$ cat src/rtl/datl_pkg.sv
package datl_pkg;

   localparam int VEL_W    = 16;
   localparam int TRIG_W   = 16;
   localparam int LEAN_W   = 16;
   localparam int STICK_W  = 14;
   localparam int THR_W    = 13;
   localparam int ROLL_W   = 15;
   localparam int PITCH_W  = 16;
   localparam int YAW_W    = 18;
   localparam int ADDR_W   = 5;
   localparam int DATA_W   = 32;

   // Shared multiplier operand and product widths.
   localparam int MA_W     = 32;
   localparam int MB_W     = 19;
   localparam int P_W      = MA_W + MB_W;

   // Yaw-rate division by 164710400 = 2^11 * 80425. The rounded magnitude is
   // shifted right by 11 and then divided by 80425 through a reciprocal multiply
   // with one correction step.
   localparam int NUM_W    = 45;
   localparam int YQ_W     = 33;
   localparam int Q_W      = 18;
   localparam logic [NUM_W-1:0] YAW_HALF = 45'd82355200;
   localparam int DEN_SHIFT = 11;
   localparam int DEN_ODD   = 80425;
   localparam int RECIP_DEN = 213613;   // floor(2^32 / (80425 / 4))

   localparam int ROLL_LIM = 12868;
   localparam int FWD_CAP  = 5120;
   localparam int FWD_FULL = 12800;
   localparam int K_KEEP   = 62915;
   localparam int K_STICK  = 7496;
   localparam int RECIP6   = 174763;   // ceil(2^20 / 6)
   localparam int ASSIST_BASE = 4915;
   localparam int THR_MID  = 2048;
   localparam int THR_FULL = 4096;

   // Register indexes.
   localparam logic [2:0] REG_YAW_RATE_MAX  = 3'd0;
   localparam logic [2:0] REG_SPEED_LIMIT   = 3'd1;
   localparam logic [2:0] REG_SPEED_GAIN    = 3'd2;
   localparam logic [2:0] REG_BRAKE_STEP    = 3'd3;
   localparam logic [2:0] REG_ASSIST_GAIN   = 3'd4;
   localparam logic [2:0] REG_ASSIST_MAX    = 3'd5;
   localparam logic [2:0] REG_THROTTLE_LOW  = 3'd6;
   localparam logic [2:0] REG_THROTTLE_HIGH = 3'd7;

endpackage

$ cat src/rtl/drift_attitude_target_loop.sv
// A request runs through seventeen sequencer steps on one shared 32 x 19 multiplier:
// thirteen multiplies for the attitude terms, two that divide the yaw product by a reciprocal
// multiply, one correction step and one step that loads the output register.
// req_stall is high whenever the sequencer is not idle, so a new request is taken only after
// the previous result has left the last step. A result that finds the output
// register held by rsp_stall waits in the last step, and req_stall stays high meanwhile.
// Reset (synchronous, active high) restores register defaults and clears the filter and brake state.
module drift_attitude_target_loop (
   input  logic                                  clock,
   input  logic                                  reset,
   input  logic                                  req_valid,
   output logic                                  req_stall,
   input  logic signed [datl_pkg::VEL_W-1:0]     req_vel_north,
   input  logic signed [datl_pkg::VEL_W-1:0]     req_vel_east,
   input  logic signed [datl_pkg::VEL_W-1:0]     req_vel_down,
   input  logic signed [datl_pkg::TRIG_W-1:0]    req_sin_yaw,
   input  logic signed [datl_pkg::TRIG_W-1:0]    req_cos_yaw,
   input  logic signed [datl_pkg::LEAN_W-1:0]    req_pilot_roll,
   input  logic signed [datl_pkg::LEAN_W-1:0]    req_pilot_pitch,
   input  logic signed [datl_pkg::STICK_W-1:0]   req_yaw_stick,
   input  logic        [datl_pkg::THR_W-1:0]     req_pilot_throttle,
   output logic                                  rsp_valid,
   input  logic                                  rsp_stall,
   output logic signed [datl_pkg::ROLL_W-1:0]    rsp_target_roll,
   output logic signed [datl_pkg::PITCH_W-1:0]   rsp_target_pitch,
   output logic signed [datl_pkg::YAW_W-1:0]     rsp_target_yaw_rate,
   output logic        [datl_pkg::THR_W-1:0]     rsp_throttle_out,
   input  logic                                  psel,
   input  logic                                  penable,
   input  logic                                  pwrite,
   input  logic        [datl_pkg::ADDR_W-1:0]    paddr,
   input  logic        [datl_pkg::DATA_W-1:0]    pwdata,
   output logic        [datl_pkg::DATA_W-1:0]    prdata,
   output logic                                  pready
);
   import datl_pkg::*;

   // Sequencer codes: one state per multiply step, the yaw correction step, then the
   // step that hands the result to the output register.
   localparam logic [4:0] S_IDLE = 5'd0;
   localparam logic [4:0] S_M0   = 5'd1;
   localparam logic [4:0] S_M1   = 5'd2;
   localparam logic [4:0] S_M2   = 5'd3;
   localparam logic [4:0] S_M3   = 5'd4;
   localparam logic [4:0] S_M4   = 5'd5;
   localparam logic [4:0] S_M5   = 5'd6;
   localparam logic [4:0] S_M6   = 5'd7;
   localparam logic [4:0] S_M7   = 5'd8;
   localparam logic [4:0] S_M8   = 5'd9;
   localparam logic [4:0] S_M9   = 5'd10;
   localparam logic [4:0] S_M10  = 5'd11;
   localparam logic [4:0] S_M11  = 5'd12;
   localparam logic [4:0] S_M12  = 5'd13;
   localparam logic [4:0] S_M13  = 5'd14;
   localparam logic [4:0] S_D1   = 5'd15;
   localparam logic [4:0] S_D2   = 5'd16;
   localparam logic [4:0] S_WAIT = 5'd17;

   logic [4:0] state_ff, state_in;

   // Configuration registers.
   logic [14:0] yaw_rate_max_ff, speed_limit_ff;
   logic [15:0] speed_gain_ff, brake_step_ff, assist_gain_ff;
   logic [12:0] assist_max_ff, throttle_low_ff, throttle_high_ff;

   // Captured request.
   logic signed [VEL_W-1:0]   vn_ff, ve_ff, vd_ff;
   logic signed [TRIG_W-1:0]  sn_ff, cs_ff;
   logic signed [LEAN_W-1:0]  pr_ff, pp_ff;
   logic signed [STICK_W-1:0] stick_ff;
   logic        [THR_W-1:0]   thr_ff;

   // Datapath registers.
   logic signed [P_W-1:0]     p_ff, acc_ff;
   logic signed [18:0]        right_raw_ff, fwd_raw_ff;
   logic signed [15:0]        right_c_ff, fwd_c_ff;
   logic signed [15:0]        filt_ff;
   logic        [15:0]        brake_ff;
   logic signed [ROLL_W-1:0]  roll_ff;
   logic signed [PITCH_W-1:0] pitch_ff;
   logic        [THR_W-1:0]   thr_out_ff;

   // Yaw-rate division.
   logic [YQ_W-1:0]           y_ff;
   logic [Q_W-1:0]            q_ff;
   logic                      neg_ff;

   // Output register.
   logic                      rsp_valid_ff;
   logic signed [ROLL_W-1:0]  rsp_roll_ff;
   logic signed [PITCH_W-1:0] rsp_pitch_ff;
   logic signed [YAW_W-1:0]   rsp_yaw_ff;
   logic        [THR_W-1:0]   rsp_thr_ff;

   logic signed [MA_W-1:0]    mul_a;
   logic signed [MB_W-1:0]    mul_b;
   logic signed [P_W-1:0]     prod;

   logic                      req_take;
   logic                      rsp_free;
   logic                      cfg_write;

   assign req_stall = (state_ff != S_IDLE);
   assign req_take  = req_valid && !req_stall;
   assign rsp_free  = !rsp_valid_ff || !rsp_stall;
   assign cfg_write = psel && penable && pwrite;
   assign pready    = 1'b1;

   assign rsp_valid           = rsp_valid_ff;
   assign rsp_target_roll     = rsp_roll_ff;
   assign rsp_target_pitch    = rsp_pitch_ff;
   assign rsp_target_yaw_rate = rsp_yaw_ff;
   assign rsp_throttle_out    = rsp_thr_ff;

   // Register reads.
   always_comb begin
      unique case (paddr[4:2])
         REG_YAW_RATE_MAX:  prdata = 32'(yaw_rate_max_ff);
         REG_SPEED_LIMIT:   prdata = 32'(speed_limit_ff);
         REG_SPEED_GAIN:    prdata = 32'(speed_gain_ff);
         REG_BRAKE_STEP:    prdata = 32'(brake_step_ff);
         REG_ASSIST_GAIN:   prdata = 32'(assist_gain_ff);
         REG_ASSIST_MAX:    prdata = 32'(assist_max_ff);
         REG_THROTTLE_LOW:  prdata = 32'(throttle_low_ff);
         REG_THROTTLE_HIGH: prdata = 32'(throttle_high_ff);
         default:           prdata = '0;
      endcase
   end

   always_ff @(posedge clock) begin
      if (reset) begin
         yaw_rate_max_ff  <= 15'd3619;
         speed_limit_ff   <= 15'd1434;
         speed_gain_ff    <= 16'd9151;
         brake_step_ff    <= 16'd1966;
         assist_gain_ff   <= 16'd11796;
         assist_max_ff    <= 13'd1229;
         throttle_low_ff  <= 13'd872;
         throttle_high_ff <= 13'd3224;
      end else if (cfg_write) begin
         unique case (paddr[4:2])
            REG_YAW_RATE_MAX:  yaw_rate_max_ff  <= pwdata[14:0];
            REG_SPEED_LIMIT:   speed_limit_ff   <= pwdata[14:0];
            REG_SPEED_GAIN:    speed_gain_ff    <= pwdata[15:0];
            REG_BRAKE_STEP:    brake_step_ff    <= pwdata[15:0];
            REG_ASSIST_GAIN:   assist_gain_ff   <= pwdata[15:0];
            REG_ASSIST_MAX:    assist_max_ff    <= pwdata[12:0];
            REG_THROTTLE_LOW:  throttle_low_ff  <= pwdata[12:0];
            REG_THROTTLE_HIGH: throttle_high_ff <= pwdata[12:0];
            default: ;
         endcase
      end
   end

   // Helper values for individual steps.
   logic signed [18:0] fwd_abs, fwd2, lim19, neg_lim19;
   logic signed [13:0] thr_dev;
   logic        [12:0] thr_dev_abs;
   logic        [17:0] div6_num;
   logic signed [P_W-1:0] num_abs;
   logic signed [18:0] a_w;
   logic        [12:0] a_val;

   assign fwd_abs   = fwd_raw_ff[18] ? -fwd_raw_ff : fwd_raw_ff;
   assign fwd2      = (fwd_abs > 19'sd5120) ? 19'(FWD_CAP) : fwd_abs;
   assign lim19     = signed'(19'(speed_limit_ff));
   assign neg_lim19 = -lim19;
   assign thr_dev   = signed'({1'b0, thr_ff}) - 14'sd2048;
   assign thr_dev_abs = thr_dev[13] ? 13'(-thr_dev) : thr_dev[12:0];
   assign div6_num  = 18'(thr_dev_abs) * 18'd25 + 18'd3;
   assign num_abs   = p_ff[P_W-1] ? -p_ff : p_ff;

   // Assist shape, clamped to 0..4096; it feeds the multiplier in the same step.
   assign a_w       = 19'sd4915 - signed'(19'(p_ff[37:20]));
   assign a_val     = a_w[18] ? 13'd0 :
                      ((a_w > 19'sd4096) ? 13'(THR_FULL) : 13'(a_w));

   // Operand selection for the shared multiplier.
   always_comb begin
      mul_a = '0;
      mul_b = '0;
      case (state_ff)
         S_M0:  begin mul_a = MA_W'(ve_ff);    mul_b = MB_W'(cs_ff); end
         S_M1:  begin mul_a = MA_W'(vn_ff);    mul_b = MB_W'(sn_ff); end
         S_M2:  begin mul_a = MA_W'(ve_ff);    mul_b = MB_W'(sn_ff); end
         S_M3:  begin mul_a = MA_W'(vn_ff);    mul_b = MB_W'(cs_ff); end
         S_M4:  begin
            mul_a = MA_W'(pr_ff);
            mul_b = signed'(MB_W'(yaw_rate_max_ff));
         end
         S_M5:  begin
            mul_a = p_ff[MA_W-1:0];
            mul_b = 19'(FWD_FULL) - fwd2;
         end
         S_M6:  begin mul_a = MA_W'(filt_ff);  mul_b = 19'(K_KEEP); end
         S_M7:  begin mul_a = MA_W'(stick_ff); mul_b = 19'(K_STICK); end
         S_M8:  begin
            mul_a = MA_W'(right_c_ff);
            mul_b = signed'(MB_W'(speed_gain_ff));
         end
         S_M9:  begin
            mul_a = MA_W'(fwd_c_ff);
            mul_b = signed'(MB_W'(brake_ff));
         end
         S_M10: begin
            mul_a = MA_W'(RECIP6);
            mul_b = signed'(MB_W'(div6_num));
         end
         S_M11: begin
            mul_a = signed'(MA_W'(a_val));
            mul_b = signed'(MB_W'(assist_gain_ff));
         end
         S_M12: begin mul_a = p_ff[MA_W-1:0];  mul_b = MB_W'(vd_ff); end
         S_M13: begin mul_a = MA_W'(y_ff[YQ_W-1:2]); mul_b = 19'(RECIP_DEN); end
         S_D1:  begin mul_a = MA_W'(p_ff[Q_W+31:32]); mul_b = 19'(DEN_ODD); end
         default: ;
      endcase
   end

   assign prod = mul_a * mul_b;

   // Step results.
   logic signed [P_W-1:0] sum_r, sum_f, sum_k, sum_roll, sum_pitch, sum_asst;
   logic signed [18:0]    right_c19, fwd_c19;
   logic signed [34:0]    filt_w;
   logic signed [22:0]    roll_w;
   logic signed [21:0]    pitch_w;
   logic        [16:0]    brake_sum;
   logic        [15:0]    brake_new;
   logic signed [26:0]    asst_w;
   logic signed [13:0]    asst;
   logic signed [15:0]    thr_sum;
   logic                  in_window;

   assign sum_r     = acc_ff - p_ff + 51'sd8192;
   assign sum_f     = acc_ff + p_ff + 51'sd8192;
   assign sum_k     = acc_ff + p_ff + 51'sd32768;
   assign sum_roll  = p_ff + 51'sd512;
   assign sum_pitch = p_ff + 51'sd512;
   assign sum_asst  = p_ff + 51'sd8388608;

   assign right_c19 = (right_raw_ff > lim19) ? lim19 :
                      ((right_raw_ff < neg_lim19) ? neg_lim19 : right_raw_ff);
   assign fwd_c19   = (fwd_raw_ff > lim19) ? lim19 :
                      ((fwd_raw_ff < neg_lim19) ? neg_lim19 : fwd_raw_ff);

   assign filt_w    = 35'(sum_k >>> 16);
   assign roll_w    = 23'(filt_ff) - 23'(sum_roll >>> 10);
   assign pitch_w   = 22'(sum_pitch >>> 10);
   assign brake_sum = 17'(brake_ff) + 17'(brake_step_ff);
   assign brake_new = (brake_sum > 17'(speed_gain_ff)) ? speed_gain_ff : brake_sum[15:0];
   assign asst_w    = 27'(sum_asst >>> 24);
   assign asst      = (asst_w > signed'(27'(assist_max_ff))) ? signed'(14'(assist_max_ff)) :
                      ((asst_w < -signed'(27'(assist_max_ff))) ?
                       -signed'(14'(assist_max_ff)) : 14'(asst_w));
   assign thr_sum   = signed'(16'(thr_ff)) + 16'(asst);
   assign in_window = (thr_ff > throttle_low_ff) && (thr_ff < throttle_high_ff);

   // Yaw rate from the corrected quotient.
   logic signed [Q_W:0] yaw_w;
   logic signed [YAW_W-1:0] yaw_sat;
   logic [YQ_W-1:0] y_rem;
   assign yaw_w   = neg_ff ? -signed'({1'b0, q_ff}) : signed'({1'b0, q_ff});
   assign yaw_sat = (yaw_w > 19'sd131071) ? 18'sd131071 :
                    ((yaw_w < -19'sd131072) ? -18'sd131072 : yaw_w[YAW_W-1:0]);
   assign y_rem   = y_ff - p_ff[YQ_W-1:0];

   // Sequencer.
   always_comb begin
      state_in = state_ff;
      unique case (state_ff)
         S_IDLE:  if (req_take) state_in = S_M0;
         S_M0:    state_in = S_M1;
         S_M1:    state_in = S_M2;
         S_M2:    state_in = S_M3;
         S_M3:    state_in = S_M4;
         S_M4:    state_in = S_M5;
         S_M5:    state_in = S_M6;
         S_M6:    state_in = S_M7;
         S_M7:    state_in = S_M8;
         S_M8:    state_in = S_M9;
         S_M9:    state_in = S_M10;
         S_M10:   state_in = S_M11;
         S_M11:   state_in = S_M12;
         S_M12:   state_in = S_M13;
         S_M13:   state_in = S_D1;
         S_D1:    state_in = S_D2;
         S_D2:    state_in = S_WAIT;
         S_WAIT:  if (rsp_free) state_in = S_IDLE;
         default: state_in = S_IDLE;
      endcase
   end

   always_ff @(posedge clock) begin
      if (reset) begin
         state_ff <= S_IDLE;
      end else begin
         state_ff <= state_in;
      end
   end

   // Request capture.
   always_ff @(posedge clock) begin
      if (req_take) begin
         vn_ff    <= req_vel_north;
         ve_ff    <= req_vel_east;
         vd_ff    <= req_vel_down;
         sn_ff    <= req_sin_yaw;
         cs_ff    <= req_cos_yaw;
         pr_ff    <= req_pilot_roll;
         pp_ff    <= req_pilot_pitch;
         stick_ff <= req_yaw_stick;
         thr_ff   <= req_pilot_throttle;
      end
   end

   // Datapath payload.
   always_ff @(posedge clock) begin
      if (state_ff != S_IDLE && state_ff != S_WAIT) begin
         p_ff <= prod;
      end
      case (state_ff)
         S_M1:  acc_ff <= p_ff;
         S_M2:  right_raw_ff <= 19'(sum_r >>> 14);
         S_M3:  acc_ff <= p_ff;
         S_M4:  fwd_raw_ff <= 19'(sum_f >>> 14);
         S_M5:  begin
            right_c_ff <= 16'(right_c19);
            fwd_c_ff   <= 16'(fwd_c19);
         end
         S_M7:  acc_ff <= p_ff;
         S_M9:  roll_ff <= (roll_w > 23'sd12868) ? 15'(ROLL_LIM) :
                           ((roll_w < -23'sd12868) ? -15'(ROLL_LIM) : 15'(roll_w));
         S_M10: begin
            if (pp_ff == '0) begin
               pitch_ff <= (pitch_w > 22'sd32767) ? 16'sh7fff :
                           ((pitch_w < -22'sd32768) ? 16'sh8000 : 16'(pitch_w));
            end else begin
               pitch_ff <= pp_ff;
            end
         end
         S_M13: begin
            if (!in_window) begin
               thr_out_ff <= (thr_ff > 13'd4096) ? 13'(THR_FULL) : thr_ff;
            end else if (thr_sum < 16'sd0) begin
               thr_out_ff <= 13'd0;
            end else if (thr_sum > 16'sd4096) begin
               thr_out_ff <= 13'(THR_FULL);
            end else begin
               thr_out_ff <= 13'(thr_sum);
            end
         end
         default: ;
      endcase
   end

   // Filter and brake state.
   always_ff @(posedge clock) begin
      if (reset) begin
         filt_ff  <= '0;
         brake_ff <= '0;
      end else if (state_ff == S_M8) begin
         filt_ff  <= (filt_w > 35'sd32767) ? 16'sh7fff :
                     ((filt_w < -35'sd32768) ? 16'sh8000 : 16'(filt_w));
         brake_ff <= (pp_ff == '0) ? brake_new : 16'd0;
      end
   end

   // Yaw-rate division. The rounded magnitude is shifted right by 11, the reciprocal
   // multiply gives a quotient that is exact or one low, and one compare fixes it.
   always_ff @(posedge clock) begin
      if (state_ff == S_M6) begin
         neg_ff <= p_ff[P_W-1];
         y_ff   <= YQ_W'((NUM_W'(num_abs) + YAW_HALF) >> DEN_SHIFT);
      end else if (state_ff == S_D1) begin
         q_ff   <= p_ff[Q_W+31:32];
      end else if (state_ff == S_D2 && y_rem >= YQ_W'(DEN_ODD)) begin
         q_ff   <= q_ff + Q_W'(1);
      end
   end

   // Output register.
   always_ff @(posedge clock) begin
      if (reset) begin
         rsp_valid_ff <= 1'b0;
      end else if (state_ff == S_WAIT && rsp_free) begin
         rsp_valid_ff <= 1'b1;
      end else if (!rsp_stall) begin
         rsp_valid_ff <= 1'b0;
      end
   end

   always_ff @(posedge clock) begin
      if (state_ff == S_WAIT && rsp_free) begin
         rsp_roll_ff  <= roll_ff;
         rsp_pitch_ff <= pitch_ff;
         rsp_yaw_ff   <= yaw_sat;
         rsp_thr_ff   <= thr_out_ff;
      end
   end

   // A request is never taken while the sequencer is working.
   assert property (@(posedge clock) disable iff (reset)
      (state_ff != S_IDLE) |-> req_stall)
      else $error("request accepted while busy");

   // The quotient correction step always leads to the final step.
   assert property (@(posedge clock) disable iff (reset)
      (state_ff == S_D2) |=> (state_ff == S_WAIT))
      else $error("yaw correction step not followed by the final step");

   // A result is only loaded from the final step.
   assert property (@(posedge clock) disable iff (reset)
      $rose(rsp_valid_ff) |-> $past(state_ff == S_WAIT))
      else $error("result loaded outside the final step");

   // The brake gain never exceeds its cap after an update.
   assert property (@(posedge clock) disable iff (reset)
      (state_ff == S_M9) |-> (brake_ff <= speed_gain_ff))
      else $error("brake gain above cap");

endmodule
$ cat config.mk
export PLATFORM = sky130hd
export DESIGN_NAME = drift_attitude_target_loop
export DESIGN_NICKNAME = d
export VERILOG_FILES = /design/src/rtl/datl_pkg.sv /design/src/rtl/drift_attitude_target_loop.sv
export SDC_FILE = /design/constraint.sdc
export NUM_CORES = 2
export LEC_CHECK = 0
export ABC_CLOCK_PERIOD_IN_PS = 20900
export BUFFER_PORTS_ARGS = -buffer_cell sky130_fd_sc_hd__buf_2
export CAP_MARGIN = 25
export CORE_UTILIZATION = 45
export CTS_CLUSTER_SIZE = 28
export DETAILED_ROUTE_END_ITERATION = 10
export MAX_ROUTING_LAYER = met4
export PLACE_DENSITY = 0.58
export SLEW_MARGIN = 20
export SYNTH_ARGS = -nofsm -noshare
export SYNTH_HDL_FRONTEND = slang
export SYNTH_SLANG_ARGS = --single-unit
$ cat constraint.sdc
create_clock -name clock -period 20.9 [get_ports clock]
set_clock_uncertainty 0.1 [all_clocks]
set_input_delay 4.18 -clock clock [delete_from_list [all_inputs] [get_ports clock]]
set_output_delay 4.18 -clock clock [all_outputs]
set_load 0.005 [all_outputs]
Yosys cells after proc, flatten, opt, wreduce, memory -nomap -nowiden. Index checks and enable logic that the tools add are counted.

Bits in registers: 624. Latch bits: 0. RAM bits: 0. Bits in read-only memories: 0. Input bits: 183. Output and inout port bits: 97. Word-level logic and storage cells: 187. Memories kept: 0.

$add $sub $neg: 24. Multipliers: 2. Divide/modulo/power cells: 0. Order comparisons: 23. Equal/unequal tests: 28. Shift operators: 0. Mux-type cells: 36. Bitwise logic cells: 1. Reductions and logical operators: 33.

Operators by type and width (number): $pmux W32 S12 (1); $pmux W32 S8 (1); $pmux W19 S13 (1); $mux W16 (9); $mux W13 (7); $pmux W5 S18 (1); $add A33 B15 Y33 const B (2); $sub A33 B33 Y33 (2); $mux W19 (3); $mux W18 (3); $add A51 B17 Y51 const B (1); $add A51 B25 Y51 const B (1); $add A51 B51 Y51 (1); $mul A32 B19 Y51 (1); $mux W15 (3); $add A44 B27 Y44 const B (1); $mux W44 (1); $neg A44 Y44 (1); $eq A5 B4 Y1 const B (8); $gt A19 B14 Y1 const B (2); $gt A19 B16 Y1 (2); $lt A19 B19 Y1 (2); $gt A35 B16 Y1 const B (1); $lt A35 B16 Y1 const B (1); other kinds (56) (91).

Longest topological paths before layout.
Word-level depth: 9. Depth in mapped cells: 54. Depth with buffers taken out: 51.

Worst setup path after synthesis. No wires, ideal clock.

Path type: reg-to-reg. From: register thr_ff[11]. To: register p_ff[50], data pin. Data arrival time: 11233 ps. Required time: 20539 ps. Setup slack: 9305 ps. Cell stages (with the launch flop): 50. Buffers on the path: 2. Period minus slack after synthesis: 11595 ps. Cells stage by stage: edfxtp_1 -> inv_1 -> ha_1 -> clkbuf_1 -> nand2b_1 -> xnor2_1 -> ha_1 -> ha_1 -> inv_1 -> fa_1 -> inv_1 -> ha_1 -> a21oi_1 -> o21bai_1 -> a21oi_1 -> o21bai_1 -> a21oi_1 -> o21bai_1 -> [... 14 more ...] -> fa_1 -> inv_1 -> fa_1 -> inv_1 -> ha_1 -> a21o_1 -> a211oi_1 -> nand2_1 -> a221oi_1 -> o21ai_0 -> o21a_1 -> nand4_1 -> a31oi_1 -> a41oi_1 -> o21ai_0 -> a31oi_1 -> o21ai_0 -> xnor2_1.

Cells in the longest elaborated chain, start to end: 7.

Ends and longest elaborated chain: from (decl) (RTL line drift_attitude_target_loop.sv:71) `logic [THR_W-1:0] thr_ff;`; from (signal assigned) (RTL line drift_attitude_target_loop.sv:313) `thr_ff <= req_pilot_throttle;`; $sub A13 B12 Y14 (*) (RTL line drift_attitude_target_loop.sv:168) `assign thr_dev = signed'({1'b0, thr_ff}) - 14'sd2048;`; $neg A13 Y13 (RTL line drift_attitude_target_loop.sv:169) `assign thr_dev_abs = thr_dev[13] ? 13'(-thr_dev) : thr_dev[12:0];`; $mux W13 (*) (RTL line drift_attitude_target_loop.sv:169); $mul A13 B5 Y18 (*) (RTL line drift_attitude_target_loop.sv:170) `assign div6_num = 18'(thr_dev_abs) * 18'd25 + 18'd3;`; $add A18 B2 Y18 (*) (RTL line drift_attitude_target_loop.sv:170); $pmux W19 S13 (*) (RTL line drift_attitude_target_loop.sv:182) `case (state_ff)`; $mul A32 B19 Y51 (*) (RTL line drift_attitude_target_loop.sv:220) `assign prod = mul_a * mul_b;`; named net prod[50] (RTL line drift_attitude_target_loop.sv:97) `logic signed [P_W-1:0] prod;`; to (signal assigned) (RTL line drift_attitude_target_loop.sv:320) `p_ff <= prod;`; to (decl) (RTL line drift_attitude_target_loop.sv:74) `logic signed [P_W-1:0] p_ff, acc_ff;`.

The timed path passes the listed nets; every way through them passes the cells marked *. A chain may end at the register's enable or synchronous reset.

Worst setup path in the final report.
From: register thr_ff[11]. To: register p_ff[46], data pin.

Same word-level chain as after synthesis.

==> metrics <==
buffer type at the clock tree root=sky130_fd_sc_hd__clkbuf_16; count of instances resized after the clock tree is built=0; path type of the worst setup path=register to register; VDD IR-drop max=65.0 µV; critical path data required time=21.24 ns; maximum clock insertion buffer count=3; buffers and inverters on the worst path=7; buffers inserted by post-CTS timing repair=0; number of violations reported at the end of detailed-routing iteration 0=5036; count of standard-cell rows=138; Final Hold Violating Endpoints=0; switching power as a share of total power=0.432; Power Density=82.3 nW/µm²; pin count of the biggest net entering global routing=74; Synth Area per Inst=9.24 µm²; Highest Clock Rate=76.0 MHz; P_sw=2.52 mW; routed vias/inst=5.90; setup-violating endpoint count in the final report=0; WHS=0.308 ns; CTS clock-pin slew for the worst setup and hold paths=0.06 ns; slowest library cell on the worst path=sky130_fd_sc_hd__o21ai_0; number of vias after detailed routing=53637; antenna violations before repair=5; number of buffers inserted by hold repair at cts=0; part of the power in combinational logic=0.491; startpoint type of the worst setup path=register; Cell Count Post-Placement=8945; finished layout cell area=70900 µm²; worst skew pair latency=0.71 ns; Post-Place Cell Area=68200 µm²; Layout area overhead=9.70%; outcome=complete, no violations; RSZ-0062 raised after global routing=no; total count of max-transition violations in the final report=0; cell type with the highest occurrence count on the critical path=sky130_fd_sc_hd__fa_1; overflow left after global routing=0; per-cell routed wire length=25.8 µm; share of layout cells above drive strength 1=0.0883; CTS tree=done; top cell family by delay on the critical path=adder cells; Die ar.=145000 µm²; number of distinct library cells after synthesis=111; Internal Dissipation=3.31 mW; Detailed Place HPWL=182000 µm; global placement routability congestion=0.988; number of sinks driven by the clock tree=624; Hold WC Path Type=register to register; largest stage delay on the critical path=0.66 ns; Initial DRT Pass Iterations=7; part of the Yosys area used for sequential elements=0.266; global-route wire length before repair=346000 µm; share of total power in sequential cells=0.265; final total negative setup slack=0 ns; share of the cycle needed by the critical path after routing=0.629; clock share of power=0.243; transition time of the tightest slew-check pin=1.07 ns; Async S/R FF share, synth=0; leading register cell type out of synthesis=sky130_fd_sc_hd__edfxtp_1; post-route DRC violation count=0; minimum clock period after layout=13.16 ns; via count of the first global-routing pass=52700; final worst-path setup slack=7.74 ns; top-level port count=280; core region area=142000 µm²; port buffer count=244; leakage power total=31.4 nW; worst slew slack as a fraction of its limit=0.278; data arrival time of the critical path=13.49 ns; Post-Place Worst Slack=7.74 ns; height of the die=381 µm; total global-route track usage=0.330; number of clock buffers inserted by TritonCTS=78; post-synthesis instance area=64600 µm²; CTS H-Tree Depth=3; Cell Count, Final, Fillers Out=9096; Synthesis Warnings=0; final layout net count=8462; count of max-cap constraint violations=0; initial standard-cell utilization of the core=0.455; Max Fanout on Critical Path=33; EDFF count, synth=469; synthesized flop and latch total=624; Post-Syn Instances=6993; final WL=235000 µm; Critical Path Sink Type=register; die boundary width=381 µm; antenna-violating nets left=0
==> flip-flops by register name, indices dropped and copies added (netlist names), 18 cells and up <==
name                 flops
y_ff                    33
acc_ff                  51
fwd_raw_ff              19
q_ff                    18
p_ff                    51
right_raw_ff            19
rsp_target_yaw_rate     18
==> power groups by stage <==
stage | combinational, mW | clock, mW | sequential, mW
after detailed placement | 2.81 | 0 | 1.57
after global routing | 3.14 | 1.49 | 1.55
final | 2.87 | 1.42 | 1.55
after floorplan | 1.94 | 0 | 1.54
after CTS | 2.84 | 1.44 | 1.54
after global placement | 2.78 | 0 | 1.57
==> cells in the mapped netlist, types with 78 or more instances <==
| cell | n | area (µm²) |
|---|---|---|
| sky130_fd_sc_hd__nand2_1 | 902 | 3390 |
| sky130_fd_sc_hd__inv_1 | 848 | 3180 |
| sky130_fd_sc_hd__fa_1 | 602 | 12100 |
| sky130_fd_sc_hd__ha_1 | 540 | 6760 |
| sky130_fd_sc_hd__edfxtp_1 | 469 | 14100 |
| sky130_fd_sc_hd__nor2_1 | 422 | 1580 |
| sky130_fd_sc_hd__a21oi_1 | 347 | 1740 |
| sky130_fd_sc_hd__clkbuf_1 | 286 | 1070 |
| sky130_fd_sc_hd__xnor2_1 | 282 | 2470 |
| sky130_fd_sc_hd__o21ai_0 | 266 | 1330 |
| sky130_fd_sc_hd__dfxtp_1 | 155 | 3100 |
| sky130_fd_sc_hd__xor2_1 | 140 | 1230 |
| sky130_fd_sc_hd__nand3_1 | 124 | 621 |
| sky130_fd_sc_hd__a21o_1 | 108 | 811 |
| sky130_fd_sc_hd__nor3_1 | 108 | 541 |
| sky130_fd_sc_hd__and2_1 | 97 | 607 |
| sky130_fd_sc_hd__nor2b_1 | 86 | 538 |
| sky130_fd_sc_hd__o21a_1 | 82 | 616 |
| sky130_fd_sc_hd__nand2b_1 | 78 | 488 |
==> metal layers <==
| metal | up-vias | GRT usage | wire length (µm) |
|---|---|---|---|
| met1 | 26778 | 0.446 | 102000 |
| met3 | 396 | 0.0552 | 19700 |
| li1 | 24162 | - | - |
| met4 | 0 | 0.123 | 10200 |
| met5 | - | - | 0 |
| met2 | 2301 | 0.497 | 103000 |
==> worst paths after layout <==
kind | startpoint | end | slack [ns] | cells past startpoint
worst max-delay path | thr_ff[11]$_DFFE_PP_ | p_ff[46]$_DFFE_PP_ | 7.74 | 49
worst min-delay path | thr_out_ff[5]$_DFFE_PP_ | rsp_throttle_out[5]$_DFFE_PP_ | 0.31 | 0
worst max register to register | thr_ff[11]$_DFFE_PP_ | p_ff[46]$_DFFE_PP_ | 7.74 | 49
worst min register to register | thr_out_ff[5]$_DFFE_PP_ | rsp_throttle_out[5]$_DFFE_PP_ | 0.31 | 0
==> cells by family (layout without fill, tap and decap cells) <==
group	after synthesis	count (layout)	synth area share
XOR/XNOR	422	422	0.0572
multiplexers	81	81	0.0137
AO/OA/AOI/OAI	1351	1351	0.141
adder cells (fa/ha/maj)	1143	1143	0.291
other	2	22	0.000116
AND/OR/NAND/NOR	2184	2184	0.160
buffers and inverters	1186	1379	0.0706
flip-flops	624	624	0.266
==> cells in the final DEF, fill, tap and decap left out, types with 60 or more instances in the layout <==
cell                        synthesis  routed
sky130_fd_sc_hd__a21o_1           108     108
sky130_fd_sc_hd__a21oi_1          347     344
sky130_fd_sc_hd__a22oi_1           68      68
sky130_fd_sc_hd__and2_1            97      97
sky130_fd_sc_hd__buf_2              4     243
sky130_fd_sc_hd__buf_4             18     137
sky130_fd_sc_hd__clkbuf_16          0      78
sky130_fd_sc_hd__dfxtp_1          155     155
sky130_fd_sc_hd__edfxtp_1         469     469
sky130_fd_sc_hd__fa_1             602     602
sky130_fd_sc_hd__ha_1             540     540
sky130_fd_sc_hd__inv_1            848     847
sky130_fd_sc_hd__mux2i_1           68      68
sky130_fd_sc_hd__nand2_1          902     901
sky130_fd_sc_hd__nand2b_1          78      78
sky130_fd_sc_hd__nand3_1          124     124
sky130_fd_sc_hd__nor2_1           422     418
sky130_fd_sc_hd__nor2b_1           86      86
sky130_fd_sc_hd__nor3_1           108     100
sky130_fd_sc_hd__o21a_1            82      82
sky130_fd_sc_hd__o21ai_0          266     264
sky130_fd_sc_hd__or3_1             60      60
sky130_fd_sc_hd__xnor2_1          282     282
sky130_fd_sc_hd__xor2_1           140     140
==> area by class of cell <==
class                           count  area [µm²]
Sequential cell                   624       17200
Multi-Input combinational cell   5198       43200
Clock buffer                      102        2090
Tap cell                         1890        2360
Timing Repair Buffer              384        2290
Antenna cell                        5        12.5
Fill cell                       13402       71000
Clock inverter                     42         577
Inverter                          851        3190
==> through the flow <==
stage	power, mW	util
global route	6.17	0.499
detailed placement	4.38	0.480
finish	5.84	0.499
CTS	5.82	0.499
floorplan	3.48	-
global placement	4.35	0.480
No activity file was read; power rests on OpenSTA's default activity.
